## config.mk

```make
export PLATFORM = sky130hd
export DESIGN_NAME = modular_exponentiation
export DESIGN_NICKNAME = d
export VERILOG_FILES = /design/src/rtl/mexp_pkg.sv /design/src/rtl/mexp_modmul.sv /design/src/rtl/modular_exponentiation.sv
export SDC_FILE = /design/constraint.sdc
export NUM_CORES = 1
export LEC_CHECK = 0
export BUFFER_PORTS_ARGS = -buffer_cell sky130_fd_sc_hd__buf_2
export CAP_MARGIN = 20
export CELL_PAD_IN_SITES_DETAIL_PLACEMENT = 0
export CELL_PAD_IN_SITES_GLOBAL_PLACEMENT = 1
export CORE_MARGIN = 10
export CORE_UTILIZATION = 51
export CTS_BUF_LIST = sky130_fd_sc_hd__clkbuf_4 sky130_fd_sc_hd__clkbuf_8
export CTS_CLUSTER_SIZE = 30
export DETAILED_ROUTE_END_ITERATION = 7
export GPL_ROUTABILITY_DRIVEN = 1
export HOLD_SLACK_MARGIN = 0.15
export PLACE_DENSITY = 0.92
export SYNTH_ARGS = -nofsm -noshare
export SYNTH_HDL_FRONTEND = slang
export SYNTH_HIERARCHICAL = 1
export SYNTH_SLANG_ARGS = --single-unit
```

## constraint.sdc

```tcl
create_clock -name clk -period 8.5 [get_ports clk]
set_clock_uncertainty 0.1 [all_clocks]
set_input_delay 0.425 -clock clk [delete_from_list [all_inputs] [get_ports clk]]
set_output_delay 0.425 -clock clk [all_outputs]
set_load 0.005 [all_outputs]
```

## src/rtl/mexp_pkg.sv

```systemverilog
// Shared constants for the modular exponentiation block.
package mexp_pkg;

    // Operand and exponent word width
    localparam int OPND_W = 32;
    // Bit counter for one serial multiplication (counts OPND_W down to 0)
    localparam int CNT_W = $clog2(OPND_W + 1);

    // Configuration register indexes
    localparam int CFG_IDX_W = 1;
    localparam logic [CFG_IDX_W-1:0] REG_MODULUS  = 1'd0;
    localparam logic [CFG_IDX_W-1:0] REG_EXPONENT = 1'd1;

    // Register reset values
    localparam logic [OPND_W-1:0] RESET_MODULUS  = 32'd1529059723;
    localparam logic [OPND_W-1:0] RESET_EXPONENT = 32'd65557;

endpackage

```

## src/rtl/mexp_modmul.sv

```systemverilog
// Bit-serial interleaved modular multiplier: one multiplier bit per cycle.
module mexp_modmul #(
    parameter int MOD_BITS = 32
) (
    input  logic                          clk,
    input  logic                          rst_n,
    input  logic                          start,
    input  logic [MOD_BITS-1:0]           op_a,
    input  logic [mexp_pkg::OPND_W-1:0]   op_b,
    input  logic [MOD_BITS-1:0]           modulus,
    output logic                          done,
    output logic [MOD_BITS-1:0]           result
);

    logic                          busy_reg, busy_next;
    logic                          done_reg, done_next;
    logic [mexp_pkg::CNT_W-1:0]    cnt_reg, cnt_next;
    logic [MOD_BITS-1:0]           a_reg, a_next;
    logic [mexp_pkg::OPND_W-1:0]   b_reg, b_next;
    logic [MOD_BITS-1:0]           r_reg, r_next;

    logic [MOD_BITS:0]             dbl;
    logic [MOD_BITS-1:0]           dbl_red;
    logic [MOD_BITS:0]             sum;
    logic [MOD_BITS-1:0]           sum_red;

    // One step: r = (2r + a*bit) mod m, with r < m and a <= m
    always_comb
    begin
        dbl     = {r_reg, 1'b0};
        dbl_red = (dbl >= {1'b0, modulus}) ? MOD_BITS'(dbl - {1'b0, modulus})
                                           : MOD_BITS'(dbl);
        sum     = {1'b0, dbl_red} + (b_reg[mexp_pkg::OPND_W-1] ? {1'b0, a_reg}
                                                                : '0);
        sum_red = (sum >= {1'b0, modulus}) ? MOD_BITS'(sum - {1'b0, modulus})
                                           : MOD_BITS'(sum);
    end

    // Sequencing of the serial steps
    always_comb
    begin
        busy_next = busy_reg;
        done_next = 1'b0;
        cnt_next  = cnt_reg;
        a_next    = a_reg;
        b_next    = b_reg;
        r_next    = r_reg;
        if (start)
        begin
            busy_next = 1'b1;
            cnt_next  = mexp_pkg::CNT_W'(mexp_pkg::OPND_W);
            a_next    = op_a;
            b_next    = op_b;
            r_next    = '0;
        end
        else if (busy_reg)
        begin
            r_next   = sum_red;
            b_next   = {b_reg[mexp_pkg::OPND_W-2:0], 1'b0};
            cnt_next = cnt_reg - 1'b1;
            if (cnt_reg == mexp_pkg::CNT_W'(1))
            begin
                busy_next = 1'b0;
                done_next = 1'b1;
            end
        end
    end

    always_ff @(posedge clk or negedge rst_n)
    begin
        if (!rst_n)
        begin
            busy_reg <= 1'b0;
            done_reg <= 1'b0;
            cnt_reg  <= '0;
        end
        else
        begin
            busy_reg <= busy_next;
            done_reg <= done_next;
            cnt_reg  <= cnt_next;
        end
    end

    // Datapath registers
    always_ff @(posedge clk)
    begin
        a_reg <= a_next;
        b_reg <= b_next;
        r_reg <= r_next;
    end

    assign done   = done_reg;
    assign result = r_reg;

endmodule

```

## src/rtl/modular_exponentiation.sv

```systemverilog
// Top level: right-to-left square-and-multiply modular exponentiation.
//
// Each transaction on the input channel yields one power_result =
// base_value ^ exponent mod modulus. An item takes one reduction of the base
// plus one modular multiplication per exponent bit that is set and one
// squaring per exponent bit below the highest set bit; every multiplication
// runs through a bit-serial unit that handles one operand bit per cycle,
// with sequencing states around each. A 32-bit exponent of all ones thus
// costs 64 multiplications; the default exponent 65557 costs about 20.
// A zero exponent returns 1 and a zero modulus returns 0. One item is worked
// on at a time; the finished result sits in an output register, so the next
// item is accepted while it waits to be taken.
// Configuration writes are to be made only while the block is idle.
module modular_exponentiation #(
    parameter int MOD_BITS = 32
) (
    input  logic                             clk,
    input  logic                             rst_n,
    // Input channel
    input  logic                             in_valid,
    output logic                             in_stall,
    input  logic [31:0]                      base_value,
    // Output channel
    output logic                             out_valid,
    input  logic                             out_stall,
    output logic [31:0]                      power_result,
    // Configuration write port
    input  logic                             cfg_write,
    input  logic [mexp_pkg::CFG_IDX_W-1:0]   cfg_index,
    input  logic [31:0]                      cfg_data
);

    typedef enum logic [2:0] {
        ST_IDLE,
        ST_REDUCE,
        ST_STEP,
        ST_ACC,
        ST_SQ,
        ST_DONE
    } state_t;

    state_t                          state_reg;
    logic [MOD_BITS-1:0]             modulus_reg;
    logic [mexp_pkg::OPND_W-1:0]     exponent_reg;
    logic [mexp_pkg::OPND_W-1:0]     exp_reg;
    logic [MOD_BITS-1:0]             acc_reg;
    logic [MOD_BITS-1:0]             sq_reg;
    logic [MOD_BITS-1:0]             res_reg;
    logic                            mm_start_reg;
    logic [MOD_BITS-1:0]             op_a_reg;
    logic [mexp_pkg::OPND_W-1:0]     op_b_reg;
    logic                            out_valid_reg;
    logic [31:0]                     power_result_reg;

    logic                            mm_done;
    logic [MOD_BITS-1:0]             mm_result;
    logic [mexp_pkg::OPND_W-1:0]     exp_shift;

    // Configuration registers
    always_ff @(posedge clk or negedge rst_n)
    begin
        if (!rst_n)
        begin
            modulus_reg  <= mexp_pkg::RESET_MODULUS[MOD_BITS-1:0];
            exponent_reg <= mexp_pkg::RESET_EXPONENT;
        end
        else if (cfg_write)
        begin
            unique case (cfg_index)
                mexp_pkg::REG_MODULUS:  modulus_reg  <= cfg_data[MOD_BITS-1:0];
                mexp_pkg::REG_EXPONENT: exponent_reg <= cfg_data;
                default: ;
            endcase
        end
    end

    // Serial modular multiplier shared by all steps
    mexp_modmul #(
        .MOD_BITS (MOD_BITS)
    ) u_modmul (
        .clk     (clk),
        .rst_n   (rst_n),
        .start   (mm_start_reg),
        .op_a    (op_a_reg),
        .op_b    (op_b_reg),
        .modulus (modulus_reg),
        .done    (mm_done),
        .result  (mm_result)
    );

    assign exp_shift = exp_reg >> 1;

    // Sequencer: state, operands and output register
    always_ff @(posedge clk or negedge rst_n)
    begin
        if (!rst_n)
        begin
            state_reg        <= ST_IDLE;
            mm_start_reg     <= 1'b0;
            out_valid_reg    <= 1'b0;
            exp_reg          <= '0;
            acc_reg          <= '0;
            sq_reg           <= '0;
            res_reg          <= '0;
            op_a_reg         <= '0;
            op_b_reg         <= '0;
            power_result_reg <= '0;
        end
        else
        begin
            // Multiplier start: base reduction, every step, square after a multiply
            mm_start_reg <= ((state_reg == ST_IDLE) && in_valid &&
                             (exponent_reg != '0) && (modulus_reg != '0)) ||
                            (state_reg == ST_STEP) ||
                            ((state_reg == ST_ACC) && mm_done && (exp_shift != '0));

            // Output register is loaded from ST_DONE, held while stalled
            out_valid_reg <= (state_reg == ST_DONE) || (out_valid_reg && out_stall);

            unique case (state_reg)
                ST_IDLE:
                begin
                    if (in_valid)
                    begin
                        priority if (exponent_reg == '0)
                        begin
                            res_reg   <= MOD_BITS'(1);
                            state_reg <= ST_DONE;
                        end
                        else if (modulus_reg == '0)
                        begin
                            res_reg   <= '0;
                            state_reg <= ST_DONE;
                        end
                        else
                        begin
                            // Base reduction as 1 * base mod m
                            exp_reg      <= exponent_reg;
                            op_a_reg     <= MOD_BITS'(1);
                            op_b_reg     <= base_value;
                            state_reg    <= ST_REDUCE;
                        end
                    end
                end
                ST_REDUCE:
                begin
                    if (mm_done)
                    begin
                        sq_reg    <= mm_result;
                        acc_reg   <= MOD_BITS'(1);
                        state_reg <= ST_STEP;
                    end
                end
                ST_STEP:
                begin
                    priority if (exp_reg[0])
                    begin
                        op_a_reg     <= acc_reg;
                        op_b_reg     <= mexp_pkg::OPND_W'(sq_reg);
                        state_reg    <= ST_ACC;
                    end
                    else
                    begin
                        // Bit clear; exponent is nonzero so a square follows
                        exp_reg      <= exp_shift;
                        op_a_reg     <= sq_reg;
                        op_b_reg     <= mexp_pkg::OPND_W'(sq_reg);
                        state_reg    <= ST_SQ;
                    end
                end
                ST_ACC:
                begin
                    if (mm_done)
                    begin
                        exp_reg <= exp_shift;
                        priority if (exp_shift == '0)
                        begin
                            res_reg   <= mm_result;
                            state_reg <= ST_DONE;
                        end
                        else
                        begin
                            acc_reg      <= mm_result;
                            op_a_reg     <= sq_reg;
                            op_b_reg     <= mexp_pkg::OPND_W'(sq_reg);
                            state_reg    <= ST_SQ;
                        end
                    end
                end
                ST_SQ:
                begin
                    if (mm_done)
                    begin
                        sq_reg    <= mm_result;
                        state_reg <= ST_STEP;
                    end
                end
                ST_DONE:
                begin
                    if (!out_valid_reg || !out_stall)
                    begin
                        power_result_reg <= 32'(res_reg);
                        state_reg        <= ST_IDLE;
                    end
                end
                default:
                begin
                    state_reg <= ST_IDLE;
                end
            endcase
        end
    end

    assign in_stall     = (state_reg != ST_IDLE);
    assign out_valid    = out_valid_reg;
    assign power_result = power_result_reg;

endmodule

```

**Word-level counts from Yosys, hierarchy flattened**

Index checks and enable logic that the tools add are counted.

- Output and inout port bits: 34
- Flip-flop bits (word level): 397
- Input bits: 70

- Bitwise gates (word level): 1
- Reduce and logical (&&, ||, !) cells: 35
- Add/sub/neg operators: 4
- Magnitude comparators: 2
- Equal/unequal tests: 17
- Muxes and demuxes: 49

Operators with widths:

| cell | number |
|---|---|
| two-way mux 32 bit | 27 |
| case mux 32 bit (3 select lines) | 3 |
| case mux 32 bit (2 select lines) | 2 |
| zero test 32 bit | 3 |
| nonzero test 32 bit | 3 |
| greater-or-equal comparator 33 x 32 -> 1 bit | 2 |
| subtractor 32 bit | 2 |
| adder 32 x 32 -> 33 bit | 1 |
| two-way mux 3 bit | 7 |
| case mux 3 bit (5 select lines) | 1 |
| two-way mux 6 bit | 2 |
| AND reduction 6 bit | 2 |
| inequality test 2 x 1 -> 1 bit (second input constant) | 5 |
| inequality test 2 bit (second input constant) | 5 |
| AND reduction 5 bit | 2 |
| AND reduction 2 bit | 4 |
| AND reduction 4 bit | 2 |
| two-way mux 1 bit | 7 |
| equality test 3 x 2 -> 1 bit (second input constant) | 2 |
| equality test 3 bit (second input constant) | 2 |
| equality test 6 x 1 -> 1 bit (second input constant) | 1 |
| logical AND 1 bit | 6 |
| nonzero test 2 bit | 3 |
| nonzero test 3 bit | 2 |
| 8 further kinds | 12 |

**Longest topological paths before layout**

- Depth after elaboration: 6
- Gate-level depth with buffers: 38
- Depth with buffers taken out: 35

**By module**

The synthesis kept the hierarchy.

By module, submodules not included:

| module | area each (um^2) | instances | cells an instance |
|---|---|---|---|
| modular_exponentiation | 12582.1 | 1 | 1084 |
| mexp_modmul | 9422.8 | 1 | 1088 |

**Least setup slack after synthesis**

OpenSTA, ideal clock, no wires.

- Path type: reg2reg
- Start: register modulus_reg[17]
- End: register u_modmul.r_reg[31] (netlist: u_modmul/result[31])
- Cell stages (with the launch flop): 36
- Buffers on the path: 2
- Data required time: 8.314 ns
- Library setup time: 0.086 ns
- Period minus slack after synthesis: 7.092 ns
- Data arrival time: 6.906 ns
- Path slack: 1.408 ns
- Path through: dfstp_2 > inv_1 > ha_1 > a21o_1 > a211o_1 > a211oi_1 > a21oi_1 > a31oi_1 > o22ai_1 > o221ai_1 > a31oi_2 > inv_2 > clkbuf_1 > nor2_1 > ha_1 > fa_1 > a211oi_1 > o21bai_1 > o21ai_1 > a31oi_1 > a31oi_1 > o21ai_2 > a31oi_1 > o21ai_0 > xor2_1 > ha_1 > a21o_1 > a21o_1 > a21oi_1 > o221ai_1 > a21oi_1 > o31a_1 > o21ai_2 > buf_4 > mux2i_1 > a211oi_1

- Word-level cells in the longest chain between the ends: 5
- Elaborated cells on any way between the ends: 7

RTL lines:

| element | RTL line | RTL |
|---|---|---|
| start, declared | modular_exponentiation.sv:43 | `logic [MOD_BITS-1:0] modulus_reg;` |
| start signal, assigned | modular_exponentiation.sv:64 | `modulus_reg <= mexp_pkg::RESET_MODULUS[MOD_BITS-1:0];` |
| start signal, assigned | modular_exponentiation.sv:70 | `mexp_pkg::REG_MODULUS: modulus_reg <= cfg_data[MOD_BITS-1:0];` |
| subtractor 32 bit / greater-or-equal comparator 33 x 32 -> 1 bit (equally long branches) | mexp_modmul.sv:31 | `dbl_red = (dbl >= {1'b0, modulus}) ? MOD_BITS'(dbl - {1'b0, modulus})` |
| two-way mux 32 bit | mexp_modmul.sv:31 |  |
| adder 32 x 32 -> 33 bit | mexp_modmul.sv:33 | `sum = {1'b0, dbl_red} + (b_reg[mexp_pkg::OPND_W-1] ? {1'b0, a_reg}` |
| subtractor 32 bit / greater-or-equal comparator 33 x 32 -> 1 bit (equally long branches) | mexp_modmul.sv:35 | `sum_red = (sum >= {1'b0, modulus}) ? MOD_BITS'(sum - {1'b0, modulus})` |
| two-way mux 32 bit * | mexp_modmul.sv:35 |  |
| end signal, assigned | mexp_modmul.sv:90 | `r_reg <= r_next;` |
| end, declared | mexp_modmul.sv:20 | `logic [MOD_BITS-1:0] r_reg, r_next;` |

Mark *: on every way between the ends. The rest lies on a longest branch, timed or not.
A chain may end at the register's enable or synchronous reset.

**Final worst setup path**

- Start: register modulus_reg[11]
- End: register u_modmul.r_reg[1] (netlist: u_modmul/result[1])

- Word-level cells in the longest chain between the ends: 5
- Elaborated cells on any way between the ends: 7

RTL lines:

| element | RTL line |
|---|---|
| greater-or-equal comparator 33 x 32 -> 1 bit / subtractor 32 bit (equally long branches) | mexp_modmul.sv:31 |
| two-way mux 32 bit | mexp_modmul.sv:31 |
| adder 32 x 32 -> 33 bit | mexp_modmul.sv:33 |
| subtractor 32 bit / greater-or-equal comparator 33 x 32 -> 1 bit (equally long branches) | mexp_modmul.sv:35 |
| two-way mux 32 bit * | mexp_modmul.sv:35 |

Marked as above.

==> impl_metrics.yaml <==
outcome:
  status: "finished, final reports clean"
worst_hold_path:
  hold_start: "in_valid"
  min_path_type: "primary input to flip-flop"
route:
  vias: 17227
  drtIter0Drc: 1237
  via_per_inst: 5.779
  drt-total-wl_um: 61850
  drtAntennaViolNets: 0
  dr.pass1.iters: 5
  wl_per_cell_um: 20.75
  drc_errors: 0
critical_path:
  r2r-start: "modulus_reg[11]$_DFFE_PN1P_"
  cp_slowest_cell: "dfstp_2"
  crit_required_ns: 8.89
  critPathCaptureType: "flip-flop"
  slowest_delay_ns: 0.54
  crit_arrival_ns: 8.37
  critical_path_class: "flip-flop to flip-flop"
  start_kind: "flip-flop"
  startpoint: "modulus_reg[11]$_DFFE_PN1P_"
  cp_max_fo: 21
yosys:
  async_flop_share_pct: 75.82
  yosysTopAreaCell: "dfrtp_1"
  synth_area_leaders: "dfrtp_1, edfxtp_1, mux2_2"
  syn_nets: 2343
  yosysMostFrequentCell: "nand2_1"
  synth_area_sq_um: 22000
  syn_area_per_cell_sq_um: 10.13
  yosysTopAreaCellShare_pct: 31.96
  ys.warnings.count: 6
  ys_top_cells_by_count: "nand2_1, dfrtp_1, mux2_2"
  synth_edf_count: 64
  ys_seq_area_share_pct: 45.99
  ys_ff_latch: 397
  syn-instance-count: 2172
  synth-main-ff-cell: "dfrtp_1"
  synth_cell_types: 83
floorplan:
  initial_utilization_pct: 51.31
  coreArea_sq_um: 42890
  io_pins: 104
  num_rows: 76
  die_height_um: 227.7
  die_area_sq_um: 51860
  die_w_um: 227.7
global_routing:
  grt_max_degree: 151
  grt-ovfl-total: 0
  grt_pass1_vias: 17583
  antenna_found_initial: 1
  grt_pass1_wl_um: 97480
  track_usage_pct: 23.37
clock_tree:
  cts.sinks: 397
  clk_path_buf_depth: 3
  cts-buffers-inserted: 70
  clockRootBuffer: "clkbuf_8"
  htreeDepth: 3
  clk_pin_slew_ns: 0.06
  clock_latency_ns: 0.65
  cts_tree: "done"
timing:
  finalHoldViolations: 0
  fin_crit_sh_pct: 93.90
  min_period_ns: 7.982
  drv_slew: 0
  tightest_slew_ns: 1.012
  fmax_mhz: 125.3
  setup_viol_count_final: 0
  slew-limit-headroom_pct: 32.40
placed_design:
  hpwl_um: 43390
  io_buffers: 103
  dpl_cell_area_sq_um: 23090
  place_congestion: 0.9911
final_layout:
  drive_gt1_share_pct: 21.92
  fin_util_pct: 59.10
  nets: 2508
  fill_cells: 3579
  area_growth_pct: 15.18
  design_area_sq_um: 25340
flow_run:
  maxCapViolCount: 0
timing repair:
item	CTS	global route
gates resized for setup	1	11
endpoints found under the setup margin	20	32
pin swaps	0	4
hold buffers	66	0
setup buffers	0	2
hold endpoints to repair	186	0
cloned	0	1
routing by layer:
| metal | vias up | global-route usage (%) | wire (um) |
|---|---|---|---|
| li1 | 8108 | - | - |
| met1 | 8440 | 28.50 | 25780 |
| met2 | 544 | 38.64 | 29790 |
| met3 | 135 | 4.579 | 3562 |
| met4 | 0 | 12.37 | 2727 |
| met5 | - | 0 | 0 |
per-stage QoR:
step	setup WS, ns	TNS [ns]	std cells	hold slack [ns]
after floorplan	1.408	0	2172	0.02941
after global placement	0.1520	0	2781	0.3327
after detailed placement	0.001174	0	2781	0.3340
after CTS	0.1414	0	2977	0.2019
after global routing	-0.005345	-0.005345	2981	0.2672
final	0.5182	0	2981	0.2408
kinds of logic after synthesis:
family	Yosys count	share of synthesized area, %
multiplexers	242	12.96
buffers and inverters	206	3.940
AO/OA/AOI/OAI	533	15.44
XOR/XNOR	87	3.463
adder cells (fa/ha/maj)	101	5.845
flip-flops	397	45.99
AND/OR/NAND/NOR	606	12.36
final cells by class:
type                    instances  area [sq um]  share of cell area [%]
repair buffers                200          1474                   5.816
clock buffers                 105          1289                   5.085
multi-input cells            1569         11150                   43.98
flip-flops and latches        397         10120                   39.95
clock inverters                25         200.2                  0.7899
diodes                          1         2.502                0.009874
well taps                     585         732.0                   2.888
inverters                      99         376.6                   1.486
final timing paths:
check | cells past startpoint | slack [ns] | to
min reg2reg | 0 | 0.35 | u_modmul/a_reg[3]$_DFFE_PP_
max reg2reg | 34 | 0.52 | u_modmul/result[1]$_SDFFE_PP0P_
min in group asynchronous | 2 | 0.32 | power_result[7]$_DFFE_PN0P_
max | 34 | 0.52 | u_modmul/result[1]$_SDFFE_PP0P_
min | 5 | 0.24 | state_reg[2]$_DFFE_PN0P_
max in group asynchronous | 3 | 6.62 | u_modmul/busy_reg$_DFF_PN0_
layout by cell type, fill, tap and decap left out, drive strengths merged, types with 48 or more instances in the layout:
| cell | count |
|---|---|
| mux2 | 197 |
| a21oi | 148 |
| inv | 99 |
| clkbuf | 106 |
| xnor2 | 48 |
| dfrtp | 281 |
| nand2 | 332 |
| dlygate4sd3 | 66 |
| nor2 | 92 |
| buf | 133 |
| edfxtp | 64 |
| ha | 98 |
| o21ai | 136 |
worst max-delay path, delay by kind of cell, from the launching register on:
kind	cells	cell delay, ns
simple gates	10	2.02
mux	1	0.20
fa+ha+maj	3	1.13
xor+xnor	1	0.20
compound gates	16	3.00
flops	1	0.54
buf+inv	3	0.60
Power is not shown: default switching activity piles up to over one toggle a cycle in this logic, so the estimate is an artifact.
